$ cat config.mk
export PLATFORM = sky130hd
export DESIGN_NAME = tsd_front
export DESIGN_NICKNAME = d
export VERILOG_FILES = /design/src/rtl/tsd_pkg.sv /design/src/rtl/tsd_front.sv
export SDC_FILE = /design/constraint.sdc
export NUM_CORES = 2
export LEC_CHECK = 0
export BUFFER_PORTS_ARGS = -buffer_cell sky130_fd_sc_hd__buf_4
export CAP_MARGIN = 0
export CORE_MARGIN = 4
export CORE_UTILIZATION = 55
export CTS_CLUSTER_SIZE = 20
export DETAILED_ROUTE_END_ITERATION = 12
export GPL_ROUTABILITY_DRIVEN = 1
export GPL_TIMING_DRIVEN = 0
export PLACE_DENSITY = 0.72
export SYNTH_ARGS = -nofsm -noshare
export SYNTH_HDL_FRONTEND = slang
export SYNTH_SLANG_ARGS = --single-unit
export TNS_END_PERCENT = 5
$ cat constraint.sdc
create_clock -name i_clk -period 15.2 [get_ports i_clk]
set_input_delay 0 -clock i_clk [delete_from_list [all_inputs] [get_ports i_clk]]
set_output_delay 0 -clock i_clk [all_outputs]
set_load 0.05 [all_outputs]
$ cat src/rtl/tsd_pkg.sv
`timescale 1ns / 1ps
`default_nettype none

package tsd_pkg;

    localparam int unsigned ANG_W          = 9;
    localparam int unsigned EPS_W          = 32;
    localparam int unsigned X_W            = 32;
    localparam int unsigned X2_W           = 36;
    localparam int unsigned MAG_W          = 40;
    localparam int unsigned SUM_W          = 44;
    localparam int unsigned CNT_W          = 7;
    localparam int unsigned OUT_W          = 36;
    localparam int unsigned CNT_OUT_W      = 5;
    localparam int unsigned FRAC_BITS      = 28;
    localparam int unsigned NUM_W          = 48;
    localparam int unsigned QUO_W          = 46;
    localparam int unsigned RECIP_SHIFT    = 58;
    localparam int unsigned DIV_W          = 16;
    localparam int unsigned DEF_MAX_ITER   = 24;

    localparam logic [EPS_W-1:0] EPS_RESET = 32'd268;
    localparam logic [63:0]      PI_Q60    = 64'h3243F6A8885A308D;
    localparam logic [63:0]      DEG_Q60   = (PI_Q60 + 64'd90) / 64'd180;

    typedef struct packed {
        logic                    valid;
        logic [X2_W-1:0]         x2;
        logic [MAG_W-1:0]        mag;
        logic                    neg;
        logic signed [SUM_W-1:0] sum;
        logic [CNT_W-1:0]        count;
        logic                    big;
    } t_item;

endpackage

`default_nettype wire

$ cat src/rtl/tsd_front.sv
`timescale 1ns / 1ps
`default_nettype none

module tsd_front (
    input  wire logic                         i_clk,
    input  wire logic                         i_rst_n,
    input  wire logic                         i_valid,
    input  wire logic [tsd_pkg::ANG_W-1:0]    i_angle_deg,
    input  wire logic [tsd_pkg::EPS_W-1:0]    i_epsilon,
    output tsd_pkg::t_item                    o_item
);

    logic [72:0]                 w_rad;
    logic [63:0]                 w_sq;
    logic [tsd_pkg::X_W-1:0]     r_x;
    logic                        r_v1;
    tsd_pkg::t_item              r_item;
    tsd_pkg::t_item              n_item;

    // degrees to radians, rounded
    assign w_rad = 73'(i_angle_deg) * 73'(tsd_pkg::DEG_Q60) + (73'd1 << 31);
    assign w_sq  = 64'(r_x) * 64'(r_x) + (64'd1 << (tsd_pkg::FRAC_BITS - 1));

    always_comb begin
        n_item       = '0;
        n_item.valid = r_v1;
        n_item.x2    = w_sq[tsd_pkg::FRAC_BITS +: tsd_pkg::X2_W];
        n_item.mag   = tsd_pkg::MAG_W'(r_x);
        n_item.neg   = 1'b0;
        n_item.sum   = $signed(tsd_pkg::SUM_W'(r_x));
        n_item.count = '0;
        n_item.big   = (r_x >= i_epsilon);
    end

    always_ff @(posedge i_clk) begin
        r_x    <= w_rad[63:32];
        r_v1   <= i_valid;
        r_item <= n_item;
        if (!i_rst_n) begin
            r_v1         <= 1'b0;
            r_item.valid <= 1'b0;
        end
    end

    assign o_item = r_item;

endmodule

`default_nettype wire

Yosys cells after proc, flatten, opt, wreduce, memory -nomap -nowiden
Index checks and enable logic that the tools add are counted.
{"block": "word_totals", "ff_bits": 103, "latch_bits": 0, "ram_bits": 0, "rom_bits": 0, "inputBits": 44, "elab_cells": 11, "mem_count": 0}
{"block": "op_classes", "addsub": 2, "n_mul": 2, "div_mod_pow": 0, "n_lt_le_gt_ge": 1, "n_eq_ne": 0, "n_shift": 0, "n_mux": 0, "n_bitwise": 0, "n_reduce_logical": 0}
{"cell": "64-bit by 28-bit adder with 64-bit output, second input constant", "count": 1}
{"cell": "64-bit by 32-bit adder with 64-bit output, second input constant", "count": 1}
{"cell": "32-bit by 32-bit multiplier with 64-bit output", "count": 1}
{"cell": "9-bit by 53-bit multiplier with 62-bit output, second input constant", "count": 1}
{"cell": "32-bit greater-or-equal comparator", "count": 1}

Longest topological paths before layout
{"block": "logic_depth", "word_depth": 2, "mapped_depth": 31, "mapped_depth_nobuf": 29}

Least setup slack after synthesis
No wires, ideal clock.
{"block": "synth_timing", "path_type": "flip-flop to flip-flop", "startpoint": "register r_x[14] (netlist bit)", "endpoint": "register r_item, in the netlist o_item[124]", "setup_ns": 0.073, "arrival_time_ns": 7.881, "required_time_ns": 15.127, "slack_ns": 7.246, "path_stages_with_launch": 30, "n_path_buf": 2, "path_cell_list": "dfxtp_1 clkbuf_1 clkbuf_1 nand2_1 fa_1 inv_1 fa_1 inv_1 fa_1 fa_1 inv_1 fa_1 inv_1 fa_1 inv_1 fa_1 inv_1 fa_1 inv_1 ha_1 nand4_1 a21oi_1 a2111oi_0 a21oi_1 nor4b_1 o21ai_0 a31oi_1 o21ai_0 a221oi_1 xnor2_1"}
{"item": "from (decl)", "line_no": "tsd_front.sv:15", "rtl": "logic [tsd_pkg::X_W-1:0] r_x;"}
{"item": "from (signal assigned)", "line_no": "tsd_front.sv:36", "rtl": "r_x <= w_rad[63:32];"}
{"item": "to (signal assigned)", "line_no": "tsd_front.sv:38", "rtl": "r_item <= n_item;"}
{"item": "to (decl)", "line_no": "tsd_front.sv:17", "rtl": "tsd_pkg::t_item r_item;"}

==> summary.md <==
### Floorplanning
- 174 — I/O pin count
- 70500 sq um — core region area
- 55.8% — starting density of the core
- 275 um — die height
- 97 — Rows
- 275 um — Die X-Extent
- 75900 sq um — area of the die

### CTS
- 4 — count of hold buffers inserted by post-cts repair
- 9 — CTS Buf Count
- 80 ps — CTS clk-pin slew, worst paths
- 0 — number of gates resized after cts
- yes — clock tree from TritonCTS
- 103 — number of clock sinks
- 3 — number of levels the H-tree was split into
- 410 ps — worst skew pair latency
- sky130_fd_sc_hd__clkbuf_16 — Clock Root Buffer
- 0 — number of post-CTS setup repair buffers
- 2 — maximum root-to-sink buffer count

### Finish
- 5785 — number of nets in the layout
- 59.6% — final core area utilization
- 6095 — Fill cells
- 6.87% — synthesis-to-layout area growth
- 6.47% — layout cell share with drive strength beyond 1

### Timing
- no — RSZ-0062 raised after global routing
- 11690 ps — Final Critical Period
- 28.9 ps — Setup Skew
- 76.9% — fraction of the cycle the final worst path needs
- 85.5 MHz — Fmax
- 0 ps — aggregate negative setup slack
- 0 — number of setup violations in the final report
- 0 — Slew Viols, Final
- 14.8% — headroom to the max-slew limit
- 180 ps — worst hold margin
- 0 — hold violation count in the final report
- 1280 ps — Least-Margin Pin Slew

### Worst hold path
- input port to flip-flop — path class of the lowest-slack min-delay path

### Synthesis
- 39300 sq um — mapped cell area
- 0 — number of enable flip-flop cells after synthesis
- 4179 — Post-Synthesis Cells
- sky130_fd_sc_hd__fa_1 (46%), sky130_fd_sc_hd__ha_1 (15%), sky130_fd_sc_hd__inv_1 (11%), sky130_fd_sc_hd__dfxtp_1 (5.2%), sky130_fd_sc_hd__and2_1 (4.0%) — cell types occupying the most area after synthesis
- 103 — synthesis-stage register bit count
- sky130_fd_sc_hd__dfxtp_1 — leading register cell type out of synthesis
- 0 — count of yosys warnings during synthesis
- 88 — number of distinct library cell variants in the gate-level netlist after synthesis
- 9.41 sq um — Post-Syn Area per Cell
- 0% — FFs w/ async S/R, synth
- sky130_fd_sc_hd__fa_1 — Synth area leader
- 46.3% — Synth top area share
- 5.24% — share of the yosys chip area belonging to registers

### Global routing
- 2 — initial antenna violation count
- 30.9% — Total GRT Usage
- 31109 — number of global-route vias before repair
- 20 — largest net degree at the start of global routing
- 0 — total overflow reported by the global router
- 176000 um — first-pass GRT wire length

### Flow run
- 0 — count of max-cap constraint violations

### Worst setup path
- sky130_fd_sc_hd__fa_1 — CP most frequent cell
- 15530 ps — endpoint required time on the critical path
- flip-flop — crit path capture type
- 10 — Crit Path Max Fanout
- sky130_fd_sc_hd__nor4b_1 — Slowest cell on crit path
- 1020 ps — worst stage delay on the critical path
- flip-flop — crit path launch type
- flip-flop to flip-flop — worst setup path category
- 12020 ps — arrival time worst endpoint
- 3510 ps — setup slack, reg-to-reg

### Drt
- 5.40 — Via-to-Cell Ratio
- 0 — post-detailed-route DRC marker count
- 0 — count of antenna-violating nets left after detailed routing
- 28687 — via count of the routed design
- 2353 — DRT iter0 DRCs
- 5 — number of iterations in the first detailed-routing pass
- 21.1 um — per-cell routed wire length
- 112000 um — total wire length after detailed routing

### Place
- 145 — input/output buffers
- 1.02 — routability cong.
- 95100 um — HPWL reported at the end of detailed placement

### Run status
- finished, final reports clean — outcome

-- worst paths after layout --
| kind | startpoint | to | depth (start not counted) |
|---|---|---|---|
| setup / recovery | r_x[13] | o_item[124] | 29 |
| hold / removal | i_epsilon[31] | o_item[0] | 5 |
| setup reg to reg | r_x[13] | o_item[124] | 29 |
| hold reg to reg | r_x[0] | o_item[53] | 0 |
-- flip-flops by register name (all words and copies together) (netlist names) --
signal  count
r_v1        1
o_item     70
r_x        32
-- per-layer routing --
metal / part of all wire [%] / GRT usage [%]
met4: 4.7 / 11.8
met1: 40 / 41.3
met2: 46 / 49.8
met3: 9.5 / 6.74
met5: 0 / 0
-- kinds of logic after synthesis --
group,count (synthesis),share of synthesized area (%)
buffers and inverters,1375,13.9
xor gates and xnor gates,122,2.72
other,1,0.00953
muxes,7,0.191
adders and majority gates,1375,61.1
DFF,103,5.24
and+or+nand+nor,840,10.9
AOI/OAI and AO/OA,356,5.97
-- final cells by class --
class	instances	area, sq um	share of cell area (%)
Multi-Input combinational cell	2728	31900	75.9
Inverter	1193	4480	10.7
Sequential cell	103	2060	4.91
Tap cell	940	1180	2.80
Timing Repair Buffer	149	1130	2.69
Buffer	182	977	2.32
Clock buffer	10	229	0.545
Clock inverter	6	62.6	0.149
Antenna cell	1	2.50	0.00595
-- layout by cell type, fill, tap and decap left out, types with 10 or more instances in the layout --
cell                       instances
sky130_fd_sc_hd__o211ai_1         13
sky130_fd_sc_hd__or2_2            10
sky130_fd_sc_hd__buf_4           212
sky130_fd_sc_hd__a31oi_1          13
sky130_fd_sc_hd__a21oi_1         109
sky130_fd_sc_hd__fa_1            910
sky130_fd_sc_hd__dfxtp_1         103
sky130_fd_sc_hd__nand3_1          28
sky130_fd_sc_hd__ha_1            465
sky130_fd_sc_hd__a21o_1           56
sky130_fd_sc_hd__conb_1           28
sky130_fd_sc_hd__nor2_1          110
sky130_fd_sc_hd__nand4_1          41
sky130_fd_sc_hd__o21ai_0          57
sky130_fd_sc_hd__and2_1          253
sky130_fd_sc_hd__nand2_1         297
sky130_fd_sc_hd__nor2b_1          20
sky130_fd_sc_hd__o21bai_1         12
sky130_fd_sc_hd__nand2b_1         13
sky130_fd_sc_hd__nor3_1           26
sky130_fd_sc_hd__xor2_1           45
sky130_fd_sc_hd__xnor2_1          77
sky130_fd_sc_hd__o21a_1           15
sky130_fd_sc_hd__clkbuf_1        105
sky130_fd_sc_hd__inv_1          1191
-- critical path: cells and delay by family, from the launching register on --
kind	cells	cell delay (ps)
adders and majority gates	9	4320
AOI/OAI and AO/OA	7	3090
buffers and inverters	9	2010
and+or+nand+nor	3	1340
DFF	1	690
xor gates and xnor gates	1	160
-- through the flow --
stage	std cells	area, sq um	worst slack (ps)
after floorplan	4206	39400	7250
final	5312	42000	3510
after CTS	5311	42000	3390
after global placement	5291	41700	3510
after detailed placement	5291	41700	3420
after global routing	5311	42000	2630
-- cell usage after synthesis (5+ instances only) --
| master | number |
|---|---|
| sky130_fd_sc_hd__o21a_1 | 15 |
| sky130_fd_sc_hd__o211ai_1 | 13 |
| sky130_fd_sc_hd__a221oi_1 | 5 |
| sky130_fd_sc_hd__a21o_1 | 56 |
| sky130_fd_sc_hd__o21bai_1 | 12 |
| sky130_fd_sc_hd__nand2b_1 | 13 |
| sky130_fd_sc_hd__and3_1 | 9 |
| sky130_fd_sc_hd__a21oi_1 | 109 |
| sky130_fd_sc_hd__nand2_1 | 297 |
| sky130_fd_sc_hd__buf_4 | 67 |
| sky130_fd_sc_hd__xor2_1 | 45 |
| sky130_fd_sc_hd__clkbuf_1 | 104 |
| sky130_fd_sc_hd__nor2_1 | 110 |
| sky130_fd_sc_hd__ha_1 | 465 |
| sky130_fd_sc_hd__o21ai_0 | 57 |
| sky130_fd_sc_hd__a31oi_1 | 13 |
| sky130_fd_sc_hd__nor3_1 | 26 |
| sky130_fd_sc_hd__xnor2_1 | 77 |
| sky130_fd_sc_hd__nand3_1 | 28 |
| sky130_fd_sc_hd__a211oi_1 | 9 |
| sky130_fd_sc_hd__or2_2 | 10 |
| sky130_fd_sc_hd__nand4_1 | 41 |
| sky130_fd_sc_hd__dfxtp_1 | 103 |
| sky130_fd_sc_hd__inv_1 | 1191 |
| sky130_fd_sc_hd__nor2b_1 | 20 |
| sky130_fd_sc_hd__buf_2 | 5 |
| sky130_fd_sc_hd__and2_1 | 253 |
| sky130_fd_sc_hd__o221ai_1 | 6 |
| sky130_fd_sc_hd__a31o_2 | 6 |
| sky130_fd_sc_hd__fa_1 | 910 |
Power is not shown: default switching activity piles up to over one toggle a cycle in this logic, so the estimate is an artifact.
