$ cat src/rtl/tsd_pkg.sv
`timescale 1ns / 1ps
`default_nettype none

package tsd_pkg;

    localparam int unsigned ANG_W          = 9;
    localparam int unsigned EPS_W          = 32;
    localparam int unsigned X_W            = 32;
    localparam int unsigned X2_W           = 36;
    localparam int unsigned MAG_W          = 40;
    localparam int unsigned SUM_W          = 44;
    localparam int unsigned CNT_W          = 7;
    localparam int unsigned OUT_W          = 36;
    localparam int unsigned CNT_OUT_W      = 5;
    localparam int unsigned FRAC_BITS      = 28;
    localparam int unsigned NUM_W          = 48;
    localparam int unsigned QUO_W          = 46;
    localparam int unsigned RECIP_SHIFT    = 58;
    localparam int unsigned DIV_W          = 16;
    localparam int unsigned DEF_MAX_ITER   = 24;

    localparam logic [EPS_W-1:0] EPS_RESET = 32'd268;
    localparam logic [63:0]      PI_Q60    = 64'h3243F6A8885A308D;
    localparam logic [63:0]      DEG_Q60   = (PI_Q60 + 64'd90) / 64'd180;

    typedef struct packed {
        logic                    valid;
        logic [X2_W-1:0]         x2;
        logic [MAG_W-1:0]        mag;
        logic                    neg;
        logic signed [SUM_W-1:0] sum;
        logic [CNT_W-1:0]        count;
        logic                    big;
    } t_item;

endpackage

`default_nettype wire

$ cat src/rtl/tsd_back.sv
`timescale 1ns / 1ps
`default_nettype none

module tsd_back (
    input  wire logic                              i_clk,
    input  wire logic                              i_rst_n,
    input  tsd_pkg::t_item                         i_item,
    output logic                                   o_done,
    output logic signed [tsd_pkg::OUT_W-1:0]       o_sine_value,
    output logic [tsd_pkg::CNT_OUT_W-1:0]          o_term_count,
    output logic                                   o_limit_hit
);

    logic [tsd_pkg::SUM_W-1:0]      w_smag;
    logic                           w_sat;
    logic [tsd_pkg::OUT_W-1:0]      n_value;
    logic                           r_done;
    logic [tsd_pkg::OUT_W-1:0]      r_value;
    logic [tsd_pkg::CNT_OUT_W-1:0]  r_count;
    logic                           r_limit;

    assign w_smag = i_item.sum[tsd_pkg::SUM_W-1] ? -i_item.sum : i_item.sum;
    assign w_sat  = |w_smag[tsd_pkg::SUM_W-1:tsd_pkg::OUT_W-1];

    always_comb begin
        if (i_item.sum[tsd_pkg::SUM_W-1]) begin
            n_value = w_sat ? {1'b1, {(tsd_pkg::OUT_W-1){1'b0}}}
                            : -w_smag[tsd_pkg::OUT_W-1:0];
        end else begin
            n_value = w_sat ? {1'b0, {(tsd_pkg::OUT_W-1){1'b1}}}
                            : w_smag[tsd_pkg::OUT_W-1:0];
        end
    end

    always_ff @(posedge i_clk) begin
        r_done  <= i_item.valid;
        r_value <= n_value;
        r_count <= i_item.count[tsd_pkg::CNT_OUT_W-1:0];
        r_limit <= i_item.big;
        if (!i_rst_n) begin
            r_done <= 1'b0;
        end
    end

    assign o_done       = r_done;
    assign o_sine_value = $signed(r_value);
    assign o_term_count = r_count;
    assign o_limit_hit  = r_limit;

endmodule

`default_nettype wire
$ cat config.mk
export PLATFORM = sky130hd
export DESIGN_NAME = tsd_back
export DESIGN_NICKNAME = d
export VERILOG_FILES = /design/src/rtl/tsd_pkg.sv /design/src/rtl/tsd_back.sv
export SDC_FILE = /design/constraint.sdc
export NUM_CORES = 1
export LEC_CHECK = 0
export BUFFER_PORTS_ARGS = -buffer_cell sky130_fd_sc_hd__buf_2
export CORE_ASPECT_RATIO = 1.4
export CORE_MARGIN = 3
export CORE_UTILIZATION = 45
export DETAILED_ROUTE_END_ITERATION = 12
export GPL_ROUTABILITY_DRIVEN = 1
export PLACE_DENSITY = 0.87
export SYNTH_ARGS = -nofsm -noshare
export SYNTH_HDL_FRONTEND = slang
export SYNTH_SLANG_ARGS = --single-unit
$ cat constraint.sdc
create_clock -name i_clk -period 7.3 [get_ports i_clk]
set_clock_uncertainty 0.2 [all_clocks]
set_input_delay 1.46 -clock i_clk [delete_from_list [all_inputs] [get_ports i_clk]]
set_output_delay 1.46 -clock i_clk [all_outputs]
set_load 0.01 [all_outputs]
# Word level (Yosys, flattened, before mapping)
# Cells that the tools add are included.
[totals] ff_bits=43 output_inout_bits=43 elab_cells=11
[classes] addsub=2 mux=4 n_reduce_logical=1
[op_table] cell="36-bit two-way mux" count=3
[op_table] cell="44-bit two-way mux" count=1
[op_table] cell="44-bit negator" count=1
[op_table] cell="36-bit negator" count=1
[op_table] cell="9-bit OR reduction" count=1

# Depth between registers and ports, before layout
# Gate-level depths: netlist of run 1.
[logic_depth] ltp_word=5 mapped_depth=15 ltp_nobuf=11

# Worst setup path before layout of run 1
# OpenSTA, ideal clock, no wires.
[synth_timing] path_kind="in2reg" startpoint="input i_item[51] in the netlist's numbering" endpoint="register r_value, in the netlist o_sine_value[26]" t_arrival_ns=5.376 slack_ns=1.648 stages=15 n_path_buf=6 path_cell_list="clkbuf_1 clkbuf_1 clkbuf_1 clkbuf_1 clkbuf_1 clkbuf_1 mux2i_1 ha_1 inv_1 or4_1 nor3_1 nand4_1 nor3_1 mux2_2 o22ai_1"
[synth_between] elab_chain_cells=5 elab_cells_between_ends=7
[synth_rtl] item="start: declaration" line="tsd_back.sv:7" text="input tsd_pkg::t_item i_item,"
[synth_rtl] item="44-bit negator" line="tsd_back.sv:22" text="assign w_smag = i_item.sum[tsd_pkg::SUM_W-1] ? -i_item.sum : i_item.sum;"
[synth_rtl] item="44-bit two-way mux" line="tsd_back.sv:22"
[synth_rtl] item="9-bit OR reduction" line="tsd_back.sv:23" text="assign w_sat = |w_smag[tsd_pkg::SUM_W-1:tsd_pkg::OUT_W-1];"
[synth_rtl] item="36-bit two-way mux (on tied branches)" line="tsd_back.sv:30, tsd_back.sv:27"
[synth_rtl] item="36-bit two-way mux (*)" line="tsd_back.sv:26" text="if (i_item.sum[tsd_pkg::SUM_W-1]) begin"
[synth_rtl] item="net n_value, one bit" line="tsd_back.sv:16" text="logic [tsd_pkg::OUT_W-1:0] n_value;"
[synth_rtl] item="end signal: assignment" line="tsd_back.sv:37" text="r_value <= n_value;"
[synth_rtl] item="end: declaration" line="tsd_back.sv:18" text="logic [tsd_pkg::OUT_W-1:0] r_value;"
# The timed path passes the listed nets; every way through them passes the cells marked *.
# A chain may end at the register's enable or synchronous reset.

# Final worst setup path of run 1
[layout_timing] startpoint="input i_item[8] in the netlist's numbering" endpoint="register r_value, in the netlist o_sine_value[31]"
[layout_between] elab_chain_cells=5 elab_cells_between_ends=7
[layout_rtl] item="44-bit negator" line="tsd_back.sv:22"
[layout_rtl] item="44-bit two-way mux (*)" line="tsd_back.sv:22"
[layout_rtl] item="36-bit negator / 9-bit OR reduction (equally long branches)" line="tsd_back.sv:28, tsd_back.sv:23"
[layout_rtl] item="36-bit two-way mux (on tied branches)" line="tsd_back.sv:27, tsd_back.sv:30"
[layout_rtl] item="36-bit two-way mux (*)" line="tsd_back.sv:26"
[layout_rtl] item="net n_value, one bit" line="tsd_back.sv:16"
# Marked as above.

==> flow_summary.ini, run 1 <==
[run_status]
outcome = completed

[synth]
yosysTopAreaCell = dfxtp_1
synthArstFlopShare_pct = 0
yosysWarningCount = 0
synth_area_mm2 = 0.00364
synthCells = 495
avgSynthCellArea_um2 = 7.35
yosys.cell_types.count = 64
synth_area_leaders = dfxtp_1 24%, nor2_1 7.0%, xor2_1 5.1%
synthTopCellsByCount = 68 x nor2_1, 43 x dfxtp_1, 33 x clkbuf_1, 28 x o22ai_1, 27 x nand2_1
ys_seq_elements = 43
synth_ff_type = dfxtp_1
syn-num-nets = 629
yosysTopAreaCellShare_pct = 23.7
synth-seq-area-share_pct = 23.7
synth.most_common_cell = nor2_1
synth_edf_count = 0

[cts]
cts_htree_levels = 2
ctsHoldBuffers = 0
ctsResizeCount = 0
clock_sinks = 43
cts_tree = built
clkTransAtPathRegs_ps = 80
postCtsSetupBuffers = 0
cts-root-buf = clkbuf_8
cts_buffers = 5
max-clock-path-buffers = 2

[die]
die_w_um = 82.0
die_h_um = 112
ioPinCount = 175
design.die.area_mm2 = 0.00921
initial_core_util_pct = 46.6
num_rows = 38
core-area_mm2 = 0.00780

[routing]
final_antenna_net_count = 0
drt-total-wl_mm = 10.1
drc = 0
dr_total_vias = 4032
routed_via_density = 6.10
dr.pass1.iters = 5
wl_per_cell_um = 15.3
drt_iter0_markers = 305

[worst_setup_path]
cp_slowest_cell = a2111oi_0
worstSetupEndpointType = register
worstSetupPathType = input pin to register
critPathLaunchType = input pin
crit_fanout = 12
cpPeakStageDelay_ps = 810
cp.required_ps = 7300
path_cells = buf_2, inv_1, ha_1, nand2b_1, a2111oi_0, o2111ai_1, or3_1, nor2_1, nand2_1, o31a_1, or2_0, a311oi_1
arrival_ps = 5460

[finish]
fin_nets = 694
fin_util_pct = 54.4
drive_above_1_share_pct = 23.4
antenna_cells = 0
syn_to_final_growth_pct = 16.6
nFillCells = 750

[sta]
max_freq_mhz = 183
finalSetupViolations = 0
worst_pin_slew_ps = 876
slew_violations = 0
slew_headroom_pct = 40.1
fin_crit_ps = 5460
period_share_pct = 74.8
setup_tns_ps = 0
rsz0062_at_grt = false
whs_ps = 1060
finalHoldViolations = 0

[global_routing]
grt_pass1_vias = 3689
antenna_found_initial = 0
grt_pass1_wl_mm = 16.2
grt-ovfl-total = 0
track_usage_pct = 21.4
grt_max_degree = 96

[power]
power_uw = 619
powerDensity_mw_per_mm2 = 146
vdd_drop_max_v = 0.0000700
p_leak_nw = 1.58

[flow_run]
drv_cap = 0

[hold_path]
hold_path_class = input pin to register

[placed_design]
hpwl_mm = 7.31
io_buffers = 95
gp_congestion = 0.932
-- layout by cell type, fill, tap and decap left out, types with 6 or more instances in the layout --
cell,synthesis,layout
a21oi_1,19,19
buf_2,3,95
dfxtp_1,43,43
inv_1,11,11
mux2_2,8,8
mux2i_1,14,14
nand2_1,27,27
nand3_1,20,19
nor2_1,68,68
nor3_1,23,23
nor4_1,12,12
o211ai_1,7,7
o21ai_0,16,16
o22ai_1,28,28
o31ai_1,11,11
o41ai_1,6,6
or3_1,16,16
or4_1,9,9
xnor2_1,20,20
xor2_1,21,21
-- flip-flops by register name (all words and copies together) (netlist names) --
signal	count
o_done	1
o_limit_hit	1
o_sine_value	36
o_term_count	5
-- routing by layer --
layer / wire (µm) / global-route usage (%) / up-vias
met1: 3980 / 25.8 / 1864
met5: 0 / 0 / -
met3: 681 / 3.53 / 26
met4: 249 / 9.98 / 0
met2: 5190 / 36.3 / 169
li1: - / - / 1973
-- area by class of cell --
| class | instances | area [µm²] | share of cell area (%) |
|---|---|---|---|
| Clock buffer | 6 | 72.6 | 1.71 |
| Clock inverter | 2 | 60.1 | 1.42 |
| Inverter | 11 | 41.3 | 0.974 |
| Multi-Input combinational cell | 400 | 2570 | 60.7 |
| Sequential cell | 43 | 861 | 20.3 |
| Tap cell | 100 | 125 | 2.95 |
| Timing Repair Buffer | 99 | 505 | 11.9 |
-- worst max-delay path, delay by kind of cell --
kind,cells,cell delay (ps)
AOI/OAI and AO/OA,4,1760
and+or+nand+nor,5,1610
buffers and inverters,2,340
adders and majority gates,1,280
-- where the power goes --
part / internal [mW] / switching (mW) / leakage (nW)
sequential: 0.247 / 0.00291 / 0.363
clock: 0.137 / 0.0823 / 0.0654
combinational: 0.0577 / 0.0923 / 1.15
-- metrics by stage --
stage                     std cells  setup WS [ps]  instance area, µm²
after floorplan                 495           1650                3640
after global placement          653           1720                4110
after detailed placement        653           1640                4110
after CTS                       661           1890                4240
after global routing            661           1460                4240
final                           661           1840                4240
-- final timing paths --
path       from                       end  cells after the start
max   i_item[8]  o_sine_value[31]$_DFF_P_                     12
min   i_item[0]       o_limit_hit$_DFF_P_                      1
-- logic make-up after synthesis --
group           count (synthesis)  share of synthesized area (%)
flops                          43                           23.7
mux                            22                           6.33
compound gates                122                           22.8
simple gates                  213                           30.9
fa+ha+maj                       2                          0.688
xor+xnor                       41                           9.87
buf+inv                        52                           5.68
No activity file was read; power rests on OpenSTA's default activity.
==> run 2, diff against run 1 <==
ABC_AREA = 1   (was not set)
CORE_UTILIZATION = 44   (was 45)
clock period = 4.7 ns   (was 7.3 ns; I/O delays follow)
==> run 2 against run 1 <==
Global-route usage is 1.5 points lower. Power rose by 77%. Utilization fell by 0.36 points. Critical path type unchanged.
==> flow_summary.ini, run 2 <==
[routing]
dr_total_vias = 4475
drt-total-wl_mm = 10.3
final_antenna_net_count = 0
dr.pass1.iters = 5
routed_via_density = 5.06
drc = 0
wl_per_cell_um = 11.6
drt_iter0_markers = 336

[synth]
synthCells = 694
yosysTopAreaCell = nand2_1
synth_fa_ha_area_share_pct = 0.625
synth_ff_type = dfxtp_1
synth_edf_count = 0
avgSynthCellArea_um2 = 5.77
synth-seq-area-share_pct = 21.5
yosysTopAreaCellShare_pct = 22.7
synth_compound_area_share_pct = 7.31
yosys.cell_types.count = 35
ys_seq_elements = 43
synth_simple_gate_area_share_pct = 57.2
synth_xor_area_share_pct = 4.16
synth_top_family_by_area = simple AND/OR/NAND/NOR gates
syn-num-nets = 828
yosysWarningCount = 0
synthArstFlopShare_pct = 0
synth_area_leaders = nand2_1 23%, dfxtp_1 22%, nor2_1 9.4%
synth.area.mux_share_pct = 0
synth.most_common_cell = nand2_1
synthTopCellsByCount = 242 x nand2_1, 100 x nor2_1, 61 x nand3_1, 55 x inv_1, 43 x dfxtp_1
synth_area_mm2 = 0.00400

[sta]
slew_violations = 0
period_share_pct = 71.1
finalHoldViolations = 0
max_freq_mhz = 299
fin_crit_ps = 3340
worst_pin_slew_ps = 473
whs_ps = 557
finalSetupViolations = 0
slew_headroom_pct = 68.5
setup_tns_ps = 0
rsz0062_at_grt = false

[power]
power.switching_uw = 311
clockPowerShare_pct = 39.4
p_leak_nw = 2.33
pwr-share-comb_pct = 25.0
sequentialPowerShare_pct = 35.6
internal_power_uw = 783
vdd_drop_max_v = 0.000279
powerDensity_mw_per_mm2 = 232
sw_frac_of_total_pct = 28.4

[cts]
cts-root-buf = clkbuf_16
clkTransAtPathRegs_ps = 60
cts_buffers = 5
ctsResizeCount = 0
cts_htree_levels = 2
ctsHoldBuffers = 0
clock_sinks = 43
postCtsSetupBuffers = 0
cts_tree = built
max-clock-path-buffers = 2

[global_routing]
grt_max_degree = 91
track_usage_pct = 19.9
grt_pass1_wl_mm = 17.1
grt-ovfl-total = 0
grt_pass1_vias = 3877
antenna_found_initial = 0

[placed_design]
gp_congestion = 0.929
io_buffers = 95
hpwl_mm = 8.49

[finish]
layout_common_cells = 242 x nand2_1, 100 x nor2_1, 95 x buf_2
antenna_cells = 0
nFillCells = 916
fin_nets = 913
drive_above_1_share_pct = 21.5
final_common_cell = nand2_1
largest_register_ffs = 36
syn_to_final_growth_pct = 17.5

[die]
die_w_um = 86.6
design.die.area_mm2 = 0.0103
initial_core_util_pct = 46.0
num_rows = 40
ioPinCount = 175
die_h_um = 119
core-area_mm2 = 0.00871

[hold_path]
hold_path_class = input pin to register

[worst_setup_path]
crit_fanout = 47
arrival_ps = 3320
critPathLaunchType = input pin
cp.required_ps = 4680
worstSetupPathType = input pin to register
worstSetupEndpointType = register

[run_status]
outcome = completed

[flow_run]
drv_cap = 0
run 2: power groups by stage:
stage	sequential, mW	clock [mW]	combinational, mW
after floorplan	0.410	0	0.172
after global placement	0.397	0	0.267
after detailed placement	0.398	0	0.271
after CTS	0.390	0.440	0.272
after global routing	0.391	0.459	0.309
final	0.389	0.431	0.273
run 2: area by class of cell:
cell class                      count  area, µm²  share of cell area, %
Multi-Input combinational cell    570       2780                   59.0
Inverter                           60        226                   4.81
Clock buffer                        5        125                   2.66
Tap cell                          105        131                   2.79
Timing Repair Buffer               99        518                   11.0
Clock inverter                      3       67.6                   1.44
Sequential cell                    43        861                   18.3
run 2: through the flow:
stage / area (µm²) / total power [mW] / worst slack (ps) / cells / util, %
after floorplan: 4000 / 0.582 / 1660 / 694 / -
final: 4700 / 1.09 / 1360 / 885 / 54.0
after CTS: 4700 / 1.10 / 1380 / 885 / 54.0
after global routing: 4700 / 1.16 / 1060 / 885 / 54.0
after global placement: 4510 / 0.664 / 1130 / 877 / 51.8
after detailed placement: 4510 / 0.669 / 1090 / 877 / 51.8
run 2: cell families (layout without fill, tap and decap cells):
group,Yosys count,in the layout
AO/OA/AOI/OAI,52,52
AND/OR/NAND/NOR,497,497
XOR/XNOR,19,19
adder cells (fa/ha/maj),2,2
flip-flops,43,43
buffers and inverters,81,167
run 2: per-layer routing:
metal	track usage (%)	vias up	part of all wire, %
met5	0	-	0
met4	5.75	0	1.5
met3	1.87	11	5.3
met2	34.2	120	48
met1	26.1	1946	45
li1	-	2398	-
run 2: final timing paths:
| check | start | depth (start not counted) | end |
|---|---|---|---|
| hold / removal | i_item[1] | 1 | o_term_count[0]$_DFF_P_ |
| setup / recovery | i_item[8] | 16 | o_sine_value[29]$_DFF_P_ |
run 2: critical path, cell delays in order:
cell	delay [ps]
buf_2	90
inv_1	160
ha_1	310
nand2_1	110
nor2_2	170
nand4_1	210
nand2_1	190
nand3_1	90
nand2_1	110
nand2_1	70
nor2_2	110
nand3_2	70
buf_4	270
nor2_1	230
nand3b_1	140
nand2_1	50
==> run 3, diff against run 2 <==
clock period = 2.9 ns   (was 4.7 ns; I/O delays follow)
==> run 3 against run 2 <==
Clock power up 39%. Sequential share of layout area is 1.3 points lower. Power grew 58%. Critical path type unchanged. Highest routed layer unchanged.
==> flow_summary.ini, run 3 (synthesized netlist as in run 2, its figures left out) <==
[run_status]
outcome = completed

[finish]
layout_common_cells = 242 x nand2_1, 97 x nor2_1, 95 x buf_2
largest_register_ffs = 36
drive_above_1_share_pct = 26.5
antenna_cells = 0
multi_input_area_mm2 = 0.00279
regArea_um2 = 861
fin_util_pct = 58.2
final_common_cell = nand2_1
nFillCells = 897
fin_nets = 961
syn_to_final_growth_pct = 26.7
final_cell_count_no_fill = 932

[flow_run]
drv_cap = 0

[placed_design]
hpwl_mm = 8.98
io_buffers = 95
gp_congestion = 0.946
dp_cells = 925

[worst_setup_path]
critPathLaunchType = input pin
worstSetupEndpointType = register
crit_fanout = 9
worstSetupPathType = input pin to register
arrival_ps = 2650
cp.required_ps = 2900

[cts]
cts-root-buf = clkbuf_16
cts_htree_levels = 2
clkTransAtPathRegs_ps = 60
ctsHoldBuffers = 0
cts_tree = built
max-clock-path-buffers = 2
postCtsSetupBuffers = 0
ctsResizeCount = 0
cts_buffers = 5
clock_sinks = 43

[global_routing]
grt_pass1_vias = 4210
grt_max_degree = 45
antenna_found_initial = 0
grt-ovfl-total = 0
track_usage_pct = 20.7
grt_pass1_wl_mm = 17.8

[sta]
finalSetupViolations = 0
whs_ps = 199
worst_pin_slew_ps = 406
fin_crit_ps = 2640
slew_headroom_pct = 72.8
max_freq_mhz = 378
finalHoldViolations = 0
setup_tns_ps = 0
period_share_pct = 91.2
rsz0062_at_grt = false
slew_violations = 0

[routing]
dr.pass1.iters = 6
final_antenna_net_count = 0
dr_total_vias = 4729
wl_per_cell_um = 11.4
drt-total-wl_mm = 10.7
routed_via_density = 5.07
drc = 0
drt_iter0_markers = 386

[power]
power_mw = 1.73
vdd_drop_max_v = 0.000337
powerDensity_mw_per_mm2 = 341
p_leak_nw = 2.55

[die]
ioPinCount = 175
initial_core_util_pct = 46.0
design.die.area_mm2 = 0.0103
core-area_mm2 = 0.00871
die_h_um = 119
num_rows = 40
die_w_um = 86.6

[hold_path]
hold_path_class = input pin to register
run 3: cell count changes in the layout (fill, tap and decap cells not counted), sizes merged:
cell / previous run / this run
bufinv: 2 / 1
buf: 99 / 147
run 3: layer usage:
| layer | global-route usage [%] | wire, µm |
|---|---|---|
| met5 | 0 | 0 |
| met4 | 9.36 | 253 |
| met3 | 1.66 | 623 |
| met2 | 35.6 | 5230 |
| met1 | 25.9 | 4570 |
run 3: metrics by stage:
stage | setup WS, ps | instance area (µm²)
floorplan | 225 | 4000
global placement | -71.3 | 4900
detailed placement | -62.8 | 4900
CTS | 209 | 5060
global route | 15.4 | 5070
finish | 256 | 5070
run 3: final cells by class:
| cell class | instances | share of cell area, % |
|---|---|---|
| clock buffers | 5 | 2.47 |
| flip-flops and latches | 43 | 17.0 |
| clock inverters | 2 | 0.740 |
| well taps | 105 | 2.59 |
| inverters | 60 | 4.47 |
| multi-input cells | 570 | 54.9 |
| repair buffers | 147 | 17.8 |
run 3: where the power goes:
part / switching [mW] / total [mW] / leakage [nW] / internal [mW]
clock: 0.200 / 0.600 / 0.0759 / 0.400
sequential: 0.00638 / 0.631 / 0.362 / 0.625
combinational: 0.305 / 0.496 / 2.11 / 0.191
total: 0.512 / 1.73 / 2.55 / 1.22
run 3: critical path, stage by stage:
cell and delay, ps:
buf_2 100, inv_1 60, ha_2 230, nand3_4 120, nor2_4 180, nand3_2 130, nand2_2 140, nand3_2 70
nand2_1 70, nand2_1 60, nor2_2 110, nand2_1 70, nor2_2 100, buf_4 150, buf_4 190, nand2_1 70
nand2_1 70, xor2_1 150
run 3: path summary, 6_finish.rpt:
check                 slack (ps)       from                      end  depth (start not counted)
worst max-delay path         260  i_item[9]  o_sine_value[8]$_DFF_P_                         18
worst min-delay path         200  i_item[3]  o_term_count[2]$_DFF_P_                          1
